**config.mk**
```make
export PLATFORM = sky130hd
export DESIGN_NAME = linear_interp_stereo_resampler
export DESIGN_NICKNAME = d
export VERILOG_FILES = /design/src/hw/rtl/rsmp_pkg.sv /design/src/hw/rtl/linear_interp_stereo_resampler.sv /design/src/hw/rtl/rsmp_front.sv /design/src/hw/rtl/rsmp_queue.sv /design/src/hw/rtl/rsmp_back.sv
export SDC_FILE = /design/constraint.sdc
export NUM_CORES = 2
export LEC_CHECK = 0
export ABC_CLOCK_PERIOD_IN_PS = 16800
export BUFFER_PORTS_ARGS = -buffer_cell sky130_fd_sc_hd__buf_4
export CAP_MARGIN = 20
export CORE_MARGIN = 3
export CORE_UTILIZATION = 30
export CTS_BUF_LIST = sky130_fd_sc_hd__clkbuf_8 sky130_fd_sc_hd__clkbuf_16
export DETAILED_ROUTE_END_ITERATION = 6
export GPL_ROUTABILITY_DRIVEN = 0
export GPL_TIMING_DRIVEN = 0
export MAX_ROUTING_LAYER = met4
export SYNTH_ARGS = -nofsm -noshare
export SYNTH_HDL_FRONTEND = slang
export SYNTH_SLANG_ARGS = --single-unit
```
**constraint.sdc**
```tcl
create_clock -name i_clk -period 16.8 [get_ports i_clk]
set_input_delay 0.84 -clock i_clk [delete_from_list [all_inputs] [get_ports i_clk]]
set_output_delay 0.84 -clock i_clk [all_outputs]
set_load 0.01 [all_outputs]
```
**src/hw/rtl/rsmp_pkg.sv**
```systemverilog
package rsmp_pkg;

    localparam int SAMPLE_W = 16;
    localparam int STEP_W   = 18;
    localparam int PHASE_W  = 19;
    localparam int DIFF_W   = SAMPLE_W + 1;
    localparam int PROD_W   = 2 * DIFF_W;
    localparam int FRAC_W   = 16;
    localparam int QDEPTH   = 2;
    localparam int QPTR_W   = $clog2(QDEPTH);

    localparam logic [PHASE_W-1:0] ONE_Q16   = PHASE_W'(1) << FRAC_W;
    localparam logic [STEP_W-1:0]  STEP_INIT = STEP_W'(44685);

    typedef struct packed {
        logic signed [SAMPLE_W-1:0] left;
        logic signed [SAMPLE_W-1:0] right;
    } t_frame;

    typedef struct packed {
        t_frame prev;
        t_frame cur;
    } t_pair;

    typedef struct packed {
        logic full;
        logic empty;
    } t_q_stat;

    // prev + prod / 2^16, the sum truncated toward zero
    function automatic logic signed [SAMPLE_W-1:0] lerp_fin(
        input logic signed [SAMPLE_W-1:0] a,
        input logic signed [PROD_W-1:0]   prod
    );
        logic signed [PROD_W:0]    num;
        logic [SAMPLE_W-1:0]       q;
        logic                      rnd;
        num = $signed({{(PROD_W + 1 - SAMPLE_W - FRAC_W){a[SAMPLE_W-1]}}, a,
                       {FRAC_W{1'b0}}}) + $signed({prod[PROD_W-1], prod});
        rnd = num[PROD_W] && (num[FRAC_W-1:0] != '0);
        q   = num[FRAC_W +: SAMPLE_W] + SAMPLE_W'(rnd);
        return $signed(q);
    endfunction

endpackage

```
**src/hw/rtl/linear_interp_stereo_resampler.sv**
```systemverilog
// Channel   Handshake                    Payload
// input     i_in_valid / o_in_ready      i_left_in, i_right_in
// output    o_out_valid / i_out_ready    o_left_out, o_right_out, o_last_of_run
// config    i_cfg_we                     i_cfg_data (phase_step)
//
// Each output passes through the back-end states S_MUL (one multiply) and S_OUT
// (one finalize into the output register).
// The front accepts frames into a 2-entry queue regardless of the back end.
// Synchronous active-low reset; no clearing pass, the block is ready right away.
// A stalled output holds the back end; the front stalls only when the queue fills.
module linear_interp_stereo_resampler
    import rsmp_pkg::*;
#(
    parameter int MAX_OUTPUTS_PER_INPUT = 16
) (
    input  logic                       i_clk,
    input  logic                       i_rst_n,
    input  logic                       i_in_valid,
    output logic                       o_in_ready,
    input  logic signed [SAMPLE_W-1:0] i_left_in,
    input  logic signed [SAMPLE_W-1:0] i_right_in,
    output logic                       o_out_valid,
    input  logic                       i_out_ready,
    output logic signed [SAMPLE_W-1:0] o_left_out,
    output logic signed [SAMPLE_W-1:0] o_right_out,
    output logic                       o_last_of_run,
    input  logic                       i_cfg_we,
    input  logic [STEP_W-1:0]          i_cfg_data
);

    t_frame  w_frame;
    t_q_stat w_q_stat;
    logic    w_push;
    t_pair   w_push_data;
    logic    w_pop;
    t_pair   w_pop_data;

    assign w_frame.left  = i_left_in;
    assign w_frame.right = i_right_in;

    rsmp_front u_front (
        .i_clk       (i_clk),
        .i_rst_n     (i_rst_n),
        .i_in_valid  (i_in_valid),
        .o_in_ready  (o_in_ready),
        .i_frame     (w_frame),
        .i_q_stat    (w_q_stat),
        .o_push      (w_push),
        .o_push_data (w_push_data)
    );

    rsmp_queue u_queue (
        .i_clk       (i_clk),
        .i_rst_n     (i_rst_n),
        .i_push      (w_push),
        .i_push_data (w_push_data),
        .i_pop       (w_pop),
        .o_pop_data  (w_pop_data),
        .o_stat      (w_q_stat)
    );

    rsmp_back #(
        .MAX_OUTPUTS_PER_INPUT (MAX_OUTPUTS_PER_INPUT)
    ) u_back (
        .i_clk         (i_clk),
        .i_rst_n       (i_rst_n),
        .i_cfg_we      (i_cfg_we),
        .i_cfg_data    (i_cfg_data),
        .i_q_stat      (w_q_stat),
        .i_pop_data    (w_pop_data),
        .o_pop         (w_pop),
        .o_out_valid   (o_out_valid),
        .i_out_ready   (i_out_ready),
        .o_left_out    (o_left_out),
        .o_right_out   (o_right_out),
        .o_last_of_run (o_last_of_run)
    );

endmodule

```
**src/hw/rtl/rsmp_front.sv**
```systemverilog
module rsmp_front
    import rsmp_pkg::*;
(
    input  logic    i_clk,
    input  logic    i_rst_n,
    input  logic    i_in_valid,
    output logic    o_in_ready,
    input  t_frame  i_frame,
    input  t_q_stat i_q_stat,
    output logic    o_push,
    output t_pair   o_push_data
);

    logic   r_primed;
    t_frame r_prev;
    logic   w_accept;

    assign o_in_ready = !i_q_stat.full;
    assign w_accept   = i_in_valid && o_in_ready;

    // the first frame only primes the history and never enters the queue
    assign o_push           = w_accept && r_primed;
    assign o_push_data.prev = r_prev;
    assign o_push_data.cur  = i_frame;

    always_ff @(posedge i_clk) begin
        if (!i_rst_n) begin
            r_primed <= 1'b0;
            r_prev   <= '0;
        end else if (w_accept) begin
            r_primed <= 1'b1;
            r_prev   <= i_frame;
        end
    end

endmodule

```
**src/hw/rtl/rsmp_queue.sv**
```systemverilog
module rsmp_queue
    import rsmp_pkg::*;
(
    input  logic    i_clk,
    input  logic    i_rst_n,
    input  logic    i_push,
    input  t_pair   i_push_data,
    input  logic    i_pop,
    output t_pair   o_pop_data,
    output t_q_stat o_stat
);

    t_pair             r_slot [QDEPTH];
    logic [QPTR_W-1:0] r_wr;
    logic [QPTR_W-1:0] r_rd;
    logic [QPTR_W:0]   r_cnt;

    assign o_stat.full  = (r_cnt == (QPTR_W + 1)'(QDEPTH));
    assign o_stat.empty = (r_cnt == '0);
    assign o_pop_data   = r_slot[r_rd];

    always_ff @(posedge i_clk) begin
        if (i_push) begin
            r_slot[r_wr] <= i_push_data;
        end
    end

    always_ff @(posedge i_clk) begin
        if (!i_rst_n) begin
            r_wr  <= '0;
            r_rd  <= '0;
            r_cnt <= '0;
        end else begin
            if (i_push) begin
                r_wr <= (r_wr == QPTR_W'(QDEPTH - 1)) ? '0 : r_wr + 1'b1;
            end
            if (i_pop) begin
                r_rd <= (r_rd == QPTR_W'(QDEPTH - 1)) ? '0 : r_rd + 1'b1;
            end
            r_cnt <= r_cnt + (QPTR_W + 1)'(i_push) - (QPTR_W + 1)'(i_pop);
        end
    end

endmodule

```
**src/hw/rtl/rsmp_back.sv**
```systemverilog
module rsmp_back
    import rsmp_pkg::*;
#(
    parameter int MAX_OUTPUTS_PER_INPUT = 16
) (
    input  logic                       i_clk,
    input  logic                       i_rst_n,
    input  logic                       i_cfg_we,
    input  logic [STEP_W-1:0]          i_cfg_data,
    input  t_q_stat                    i_q_stat,
    input  t_pair                      i_pop_data,
    output logic                       o_pop,
    output logic                       o_out_valid,
    input  logic                       i_out_ready,
    output logic signed [SAMPLE_W-1:0] o_left_out,
    output logic signed [SAMPLE_W-1:0] o_right_out,
    output logic                       o_last_of_run
);

    localparam int CNT_W = $clog2(MAX_OUTPUTS_PER_INPUT + 1);

    typedef enum logic [2:0] {
        S_IDLE = 3'b001,
        S_MUL  = 3'b010,
        S_OUT  = 3'b100
    } t_state;

    t_state                     r_state, n_state;
    logic [STEP_W-1:0]          r_step;
    logic [PHASE_W-1:0]         r_phase;
    logic [PHASE_W-1:0]         r_nphase;
    logic [CNT_W-1:0]           r_cnt;
    logic                       r_last;
    t_frame                     r_prev;
    logic signed [DIFF_W-1:0]   r_diff_l;
    logic signed [DIFF_W-1:0]   r_diff_r;
    logic signed [PROD_W-1:0]   r_prod_l;
    logic signed [PROD_W-1:0]   r_prod_r;
    logic                       r_out_valid;
    logic signed [SAMPLE_W-1:0] r_out_l;
    logic signed [SAMPLE_W-1:0] r_out_r;
    logic                       r_out_last;

    logic [PHASE_W-1:0]         w_nphase;
    logic [CNT_W-1:0]           w_ncnt;
    logic signed [DIFF_W-1:0]   w_phase_s;
    logic                       w_slot_free;

    assign o_pop         = (r_state == S_IDLE) && !i_q_stat.empty;
    assign w_nphase      = r_phase + PHASE_W'(r_step);
    assign w_ncnt        = r_cnt + 1'b1;
    assign w_phase_s     = $signed({1'b0, r_phase[FRAC_W-1:0]});
    assign w_slot_free   = !r_out_valid || i_out_ready;
    assign o_out_valid   = r_out_valid;
    assign o_left_out    = r_out_l;
    assign o_right_out   = r_out_r;
    assign o_last_of_run = r_out_last;

    always_comb begin
        n_state = r_state;
        case (r_state)
            S_IDLE: begin
                if (o_pop && (r_phase < ONE_Q16)) begin
                    n_state = S_MUL;
                end
            end
            S_MUL: begin
                n_state = S_OUT;
            end
            S_OUT: begin
                if (w_slot_free) begin
                    n_state = r_last ? S_IDLE : S_MUL;
                end
            end
            default: begin
                n_state = S_IDLE;
            end
        endcase
    end

    always_ff @(posedge i_clk) begin
        if (!i_rst_n) begin
            r_state     <= S_IDLE;
            r_step      <= STEP_INIT;
            r_phase     <= '0;
            r_cnt       <= '0;
            r_out_valid <= 1'b0;
        end else begin
            r_state <= n_state;
            if (i_cfg_we) begin
                r_step <= i_cfg_data;
            end
            if (r_out_valid && i_out_ready && !((r_state == S_OUT) && w_slot_free)) begin
                r_out_valid <= 1'b0;
            end
            case (r_state)
                S_IDLE: begin
                    r_cnt <= '0;
                    // phase already at or past 1.0: frame yields nothing
                    if (o_pop && (r_phase >= ONE_Q16)) begin
                        r_phase <= r_phase - ONE_Q16;
                    end
                end
                S_MUL: begin
                    r_cnt <= w_ncnt;
                end
                S_OUT: begin
                    if (w_slot_free) begin
                        r_out_valid <= 1'b1;
                        if (!r_last) begin
                            r_phase <= r_nphase;
                        end else if (r_nphase >= ONE_Q16) begin
                            r_phase <= r_nphase - ONE_Q16;
                        end else begin
                            r_phase <= '0;
                        end
                    end
                end
                default: begin
                    r_cnt <= '0;
                end
            endcase
        end
    end

    always_ff @(posedge i_clk) begin
        if (o_pop) begin
            r_prev   <= i_pop_data.prev;
            r_diff_l <= DIFF_W'(i_pop_data.cur.left) - DIFF_W'(i_pop_data.prev.left);
            r_diff_r <= DIFF_W'(i_pop_data.cur.right) - DIFF_W'(i_pop_data.prev.right);
        end
        if (r_state == S_MUL) begin
            r_prod_l <= r_diff_l * w_phase_s;
            r_prod_r <= r_diff_r * w_phase_s;
            r_nphase <= w_nphase;
            r_last   <= (w_nphase >= ONE_Q16)
                        || (w_ncnt == CNT_W'(MAX_OUTPUTS_PER_INPUT));
        end
        if ((r_state == S_OUT) && w_slot_free) begin
            r_out_l    <= lerp_fin(r_prev.left, r_prod_l);
            r_out_r    <= lerp_fin(r_prev.right, r_prod_r);
            r_out_last <= r_last;
        end
    end

    a_mul_phase_below_one: assert property (@(posedge i_clk) disable iff (!i_rst_n)
        (r_state == S_MUL) |-> (r_phase < ONE_Q16))
        else $error("interpolation started with phase at or above 1.0");

    a_cnt_cap: assert property (@(posedge i_clk) disable iff (!i_rst_n)
        r_cnt <= CNT_W'(MAX_OUTPUTS_PER_INPUT))
        else $error("output count exceeded cap");

    a_out_wait: assert property (@(posedge i_clk) disable iff (!i_rst_n)
        ((r_state == S_OUT) && r_out_valid && !i_out_ready) |=> (r_state == S_OUT))
        else $error("result dropped while output stalled");

    a_no_pop_busy: assert property (@(posedge i_clk) disable iff (!i_rst_n)
        o_pop |-> ((r_state == S_IDLE) && !r_last || (r_state == S_IDLE)))
        else $error("queue popped while busy");

    a_state_onehot: assert property (@(posedge i_clk) disable iff (!i_rst_n)
        $onehot(r_state))
        else $error("state register not one-hot");

endmodule
```
==> results.ini <==
[run_status]
outcome = finished, final reports clean

[logic_synthesis]
yosysSeqAreaShare_pct = 28.70
synth.most_common_cell = sky130_fd_sc_hd__inv_1
syn-num-nets = 4627
synth-simple-area-share_pct = 12.45
yosys_register_bits = 399
synthMuxAreaShare_pct = 2.347
yosys.area_share.xor_xnor_pct = 3.556
syn-cell-area_um2 = 38810
synth_top_flop_cell = sky130_fd_sc_hd__edfxtp_1
count_of_flip_flops_with_a_built_in_enable_after_synthesis = 315
async_reset_ff_share_pct = 0
synth_area_leaders = sky130_fd_sc_hd__fa_1, sky130_fd_sc_hd__edfxtp_1, sky130_fd_sc_hd__ha_1
post_synth_fa_ha_maj_area_fraction_pct = 37.78
largest_family_of_logic_cells_by_synthesized_area = adder cells
post_synth_num_cell_types = 76
syn_avg_cell_area_um2 = 10.38
synthTopCellsByCount = sky130_fd_sc_hd__inv_1, sky130_fd_sc_hd__fa_1, sky130_fd_sc_hd__nand2_1, sky130_fd_sc_hd__edfxtp_1, sky130_fd_sc_hd__ha_1
synth-compound-area-share_pct = 6.554
synth_largest_type_area_fraction_pct = 29.04
netlist.top_cell.by_area = sky130_fd_sc_hd__fa_1
syn-instance-count = 3738
yosysWarningCount = 0

[pwr]
switching_share_pct = 35.97
combinationalPowerShare_pct = 31.2
internal_power_mw = 2.249
pwr_total_mw = 3.513
pwr_density_cell_nw_per_um2 = 81.14
total_leakage_power_nw = 19.61
seqPwrFrac_pct = 40.4
p_sw_mw = 1.264
pwr-share-clk_pct = 28.3
max-vdd-ir-drop_mv = 0.08636

[sta]
max-slew-margin-rel_pct = 26.47
finalHoldViolCount = 0
setup-tns-final_ns = 0
setup_viol_count_final = 0
worst_clock_skew_ns = 0.03750
worstMarginPinSlew_ns = 1.103
max_freq_mhz = 128.0
post-route-worst-setup-slack_ns = 8.990
slew_violations = 0
setup_repair_after_global_routing_missed_its_margin = false
fraction_of_the_cycle_the_final_worst_path_needs_pct = 46.49
post-route-min-period_ns = 7.810

[worst_setup_path]
worst-endpoint-required_ns = 17.13
path_max_fanout = 10
cp-end-kind = flip-flop
setup_cp_type = flip-flop to flip-flop
cp_data_arrival_time_ns = 8.14
startpoint_type = flip-flop

[floorplan]
floorplan.core_area_um2 = 128000
die_height_um = 365.7
io_pins = 90
die-width_um = 365.7
floorplan.initialDensity_pct = 30.32
num_rows = 131
die_area_um2 = 133700

[routing]
ant_nets = 0
first_pass_iters = 5
drt_wl_total_um = 94370
via_per_inst = 4.614
drcViolationCount = 0
route.detailed.wl_per_inst_um = 16.73
1st_iter_drt_viols = 1853
route.vias.total = 26021

[clock_network]
cts_resized = 0
cts-root-buf = sky130_fd_sc_hd__clkbuf_16
clkSinkCount = 399
clkSlewWorstSetupHoldPaths_ns = 0.06
clock_tree.buffer_depth = 3
postCtsSetupBuffers = 0
cts_tree = built
clock_insertion_delay_worst_skew_ns = 0.61
ctsHoldBuffers = 0
cts_buffers = 44
htree_levels = 2

[global_routing]
first_pass_grt_wire_length_um = 150200
gr-usage-all-layers_pct = 14.88
grt_pass1_vias = 26966
grt_overflow_total = 0
antenna_found_initial = 1
grt_start_max_net_pins = 55

[place]
i_o_buffers = 87
pre_cts_slack_ns = 9.176
placedCellCount = 5561
placement.cell_area_um2 = 41810
hpwlAfterDp_um = 77650

[cells_and_area]
finalNetCount = 4767
final_design_area_no_fill_um2 = 43290
final_layout_size_suffix_gt1_share_pct = 5.806
syn_to_final_growth_pct = 11.54
instances_no_fill = 5640

[flow_run]
max_cap_viol_count = 0

[min_path]
worstHoldPathType = input pin to flip-flop

-- layout by cell type (no fill, tap or decap), types with 6 or more instances in the layout --
cell type                     n
sky130_fd_sc_hd__nand2_1    468
sky130_fd_sc_hd__a31o_2       6
sky130_fd_sc_hd__nand4_1     13
sky130_fd_sc_hd__a31oi_1     10
sky130_fd_sc_hd__a21boi_0    40
sky130_fd_sc_hd__nor3_1      30
sky130_fd_sc_hd__a211oi_1     7
sky130_fd_sc_hd__and2_1     235
sky130_fd_sc_hd__or3_1        8
sky130_fd_sc_hd__xor2_1      41
sky130_fd_sc_hd__dfxtp_1     84
sky130_fd_sc_hd__xnor2_1    114
sky130_fd_sc_hd__clkbuf_16   45
sky130_fd_sc_hd__fa_1       563
sky130_fd_sc_hd__nor2b_1     47
sky130_fd_sc_hd__a21oi_1     94
sky130_fd_sc_hd__o21bai_1     8
sky130_fd_sc_hd__a2111oi_0    8
sky130_fd_sc_hd__nor4_1      20
sky130_fd_sc_hd__nand3_1     33
sky130_fd_sc_hd__o21ai_0     64
sky130_fd_sc_hd__nand2b_1    10
sky130_fd_sc_hd__mux2_2      32
sky130_fd_sc_hd__clkbuf_1   122
sky130_fd_sc_hd__a21o_1      45
sky130_fd_sc_hd__buf_4       87
sky130_fd_sc_hd__ha_1       271
sky130_fd_sc_hd__nor2_1      79
sky130_fd_sc_hd__a211o_1      8
sky130_fd_sc_hd__a22oi_1     19
sky130_fd_sc_hd__inv_1      760
sky130_fd_sc_hd__clkinv_1     7
sky130_fd_sc_hd__edfxtp_1   315
sky130_fd_sc_hd__o211ai_1    11
sky130_fd_sc_hd__and3_1      14
sky130_fd_sc_hd__mux2i_1     55
sky130_fd_sc_hd__buf_1        8
sky130_fd_sc_hd__o21a_1      20
-- worst max-delay path, cell delays in order (launching register included) --
cell and delay (ns):
sky130_fd_sc_hd__dfxtp_1 0.38, sky130_fd_sc_hd__clkbuf_1 0.56, sky130_fd_sc_hd__clkbuf_1 0.68, sky130_fd_sc_hd__nand2_1 0.21
sky130_fd_sc_hd__inv_1 0.18, sky130_fd_sc_hd__fa_1 0.43, sky130_fd_sc_hd__inv_1 0.14, sky130_fd_sc_hd__fa_1 0.41
sky130_fd_sc_hd__inv_1 0.09, sky130_fd_sc_hd__fa_1 0.44, sky130_fd_sc_hd__fa_1 0.52, sky130_fd_sc_hd__fa_1 0.49
sky130_fd_sc_hd__inv_1 0.05, sky130_fd_sc_hd__fa_1 0.47, sky130_fd_sc_hd__inv_1 0.04, sky130_fd_sc_hd__ha_1 0.35
sky130_fd_sc_hd__nand4_1 0.24, sky130_fd_sc_hd__nor2_1 0.20, sky130_fd_sc_hd__inv_1 0.06, sky130_fd_sc_hd__a211oi_1 0.57
sky130_fd_sc_hd__o21ai_0 0.33, sky130_fd_sc_hd__o21ai_0 0.38, sky130_fd_sc_hd__a21oi_1 0.16, sky130_fd_sc_hd__xnor2_1 0.14
-- registers in the layout (all words and copies together) (netlist names), 2 cells and up, named ones only --
signal	count
u_back.r_diff_r	17
u_back.r_prod_r	34
u_back.r_nphase	19
u_queue.r_cnt	2
u_back.r_step	18
u_back.r_prod_l	34
u_back.r_cnt	5
u_back.r_prev	32
u_back.r_phase	19
u_back.o_left_out	16
u_back.o_right_out	16
u_front.o_push_data	32
u_queue.r_slot	128
u_back.r_diff_l	17
u_back.r_state	3
-- layout make-up --
type / instances / area (um2)
plain buffers: 131 / 499.2
multi-input cells: 2451 / 24350
clock inverters: 31 / 330.3
repair buffers: 94 / 808.3
inverters: 757 / 2844
fillers: 13004 / 84720
well taps: 1729 / 2163
diodes: 1 / 2.502
flip-flops and latches: 399 / 11140
clock buffers: 47 / 1154
-- cell families after synthesis --
group | count (synthesis)
adder cells (fa/ha/maj) | 834
flip-flops | 399
XOR/XNOR | 156
AO/OA/AOI/OAI | 381
multiplexers | 87
buffers and inverters | 888
AND/OR/NAND/NOR | 993
-- metal layers --
metal  track usage [%]  up-vias  part of all wire, %  routed length, um
li1                  -    12125                    -                  -
met1             19.12    13077                   43              40450
met3             2.079      157                  5.9               5570
met4             4.097        0                  2.7               2587
met2             24.62      662                   48              45760
met5                 -        -                    0                  0
-- worst paths after layout --
check | from | cells after the start | slack (ns) | to
worst min-delay path | i_left_in[9] | 1 | 0.43 | u_queue.r_slot[0][25]
worst max-delay path | u_back.r_phase[2] | 23 | 8.99 | u_back.r_prod_l[26]
worst max register to register | u_back.r_phase[2] | 23 | 8.99 | u_back.r_prod_l[26]
worst min register to register | u_front.o_push_data[42] | 0 | 0.45 | u_queue.r_slot[1][42]
-- stage by stage --
step	util (%)	hold slack, ns
6_report	33.82	0.4267
5_1_grt	33.82	0.3874
4_1_cts	33.82	0.3826
3_5_place_dp	32.66	0.4386
3_3_place_gp	32.52	0.4288
2_1_floorplan	-	0.4254
-- power by group through the flow --
| stage | Sequential [mW] | Combinational, mW | Clock (mW) |
|---|---|---|---|
| after floorplan | 1.35 | 0.770 | 0 |
| after global placement | 1.46 | 1.06 | 0 |
| after detailed placement | 1.44 | 1.10 | 0 |
| after CTS | 1.42 | 1.10 | 1.03 |
| after global routing | 1.43 | 1.22 | 1.06 |
| final | 1.42 | 1.10 | 0.996 |
Power figures use the tool's default switching activity.
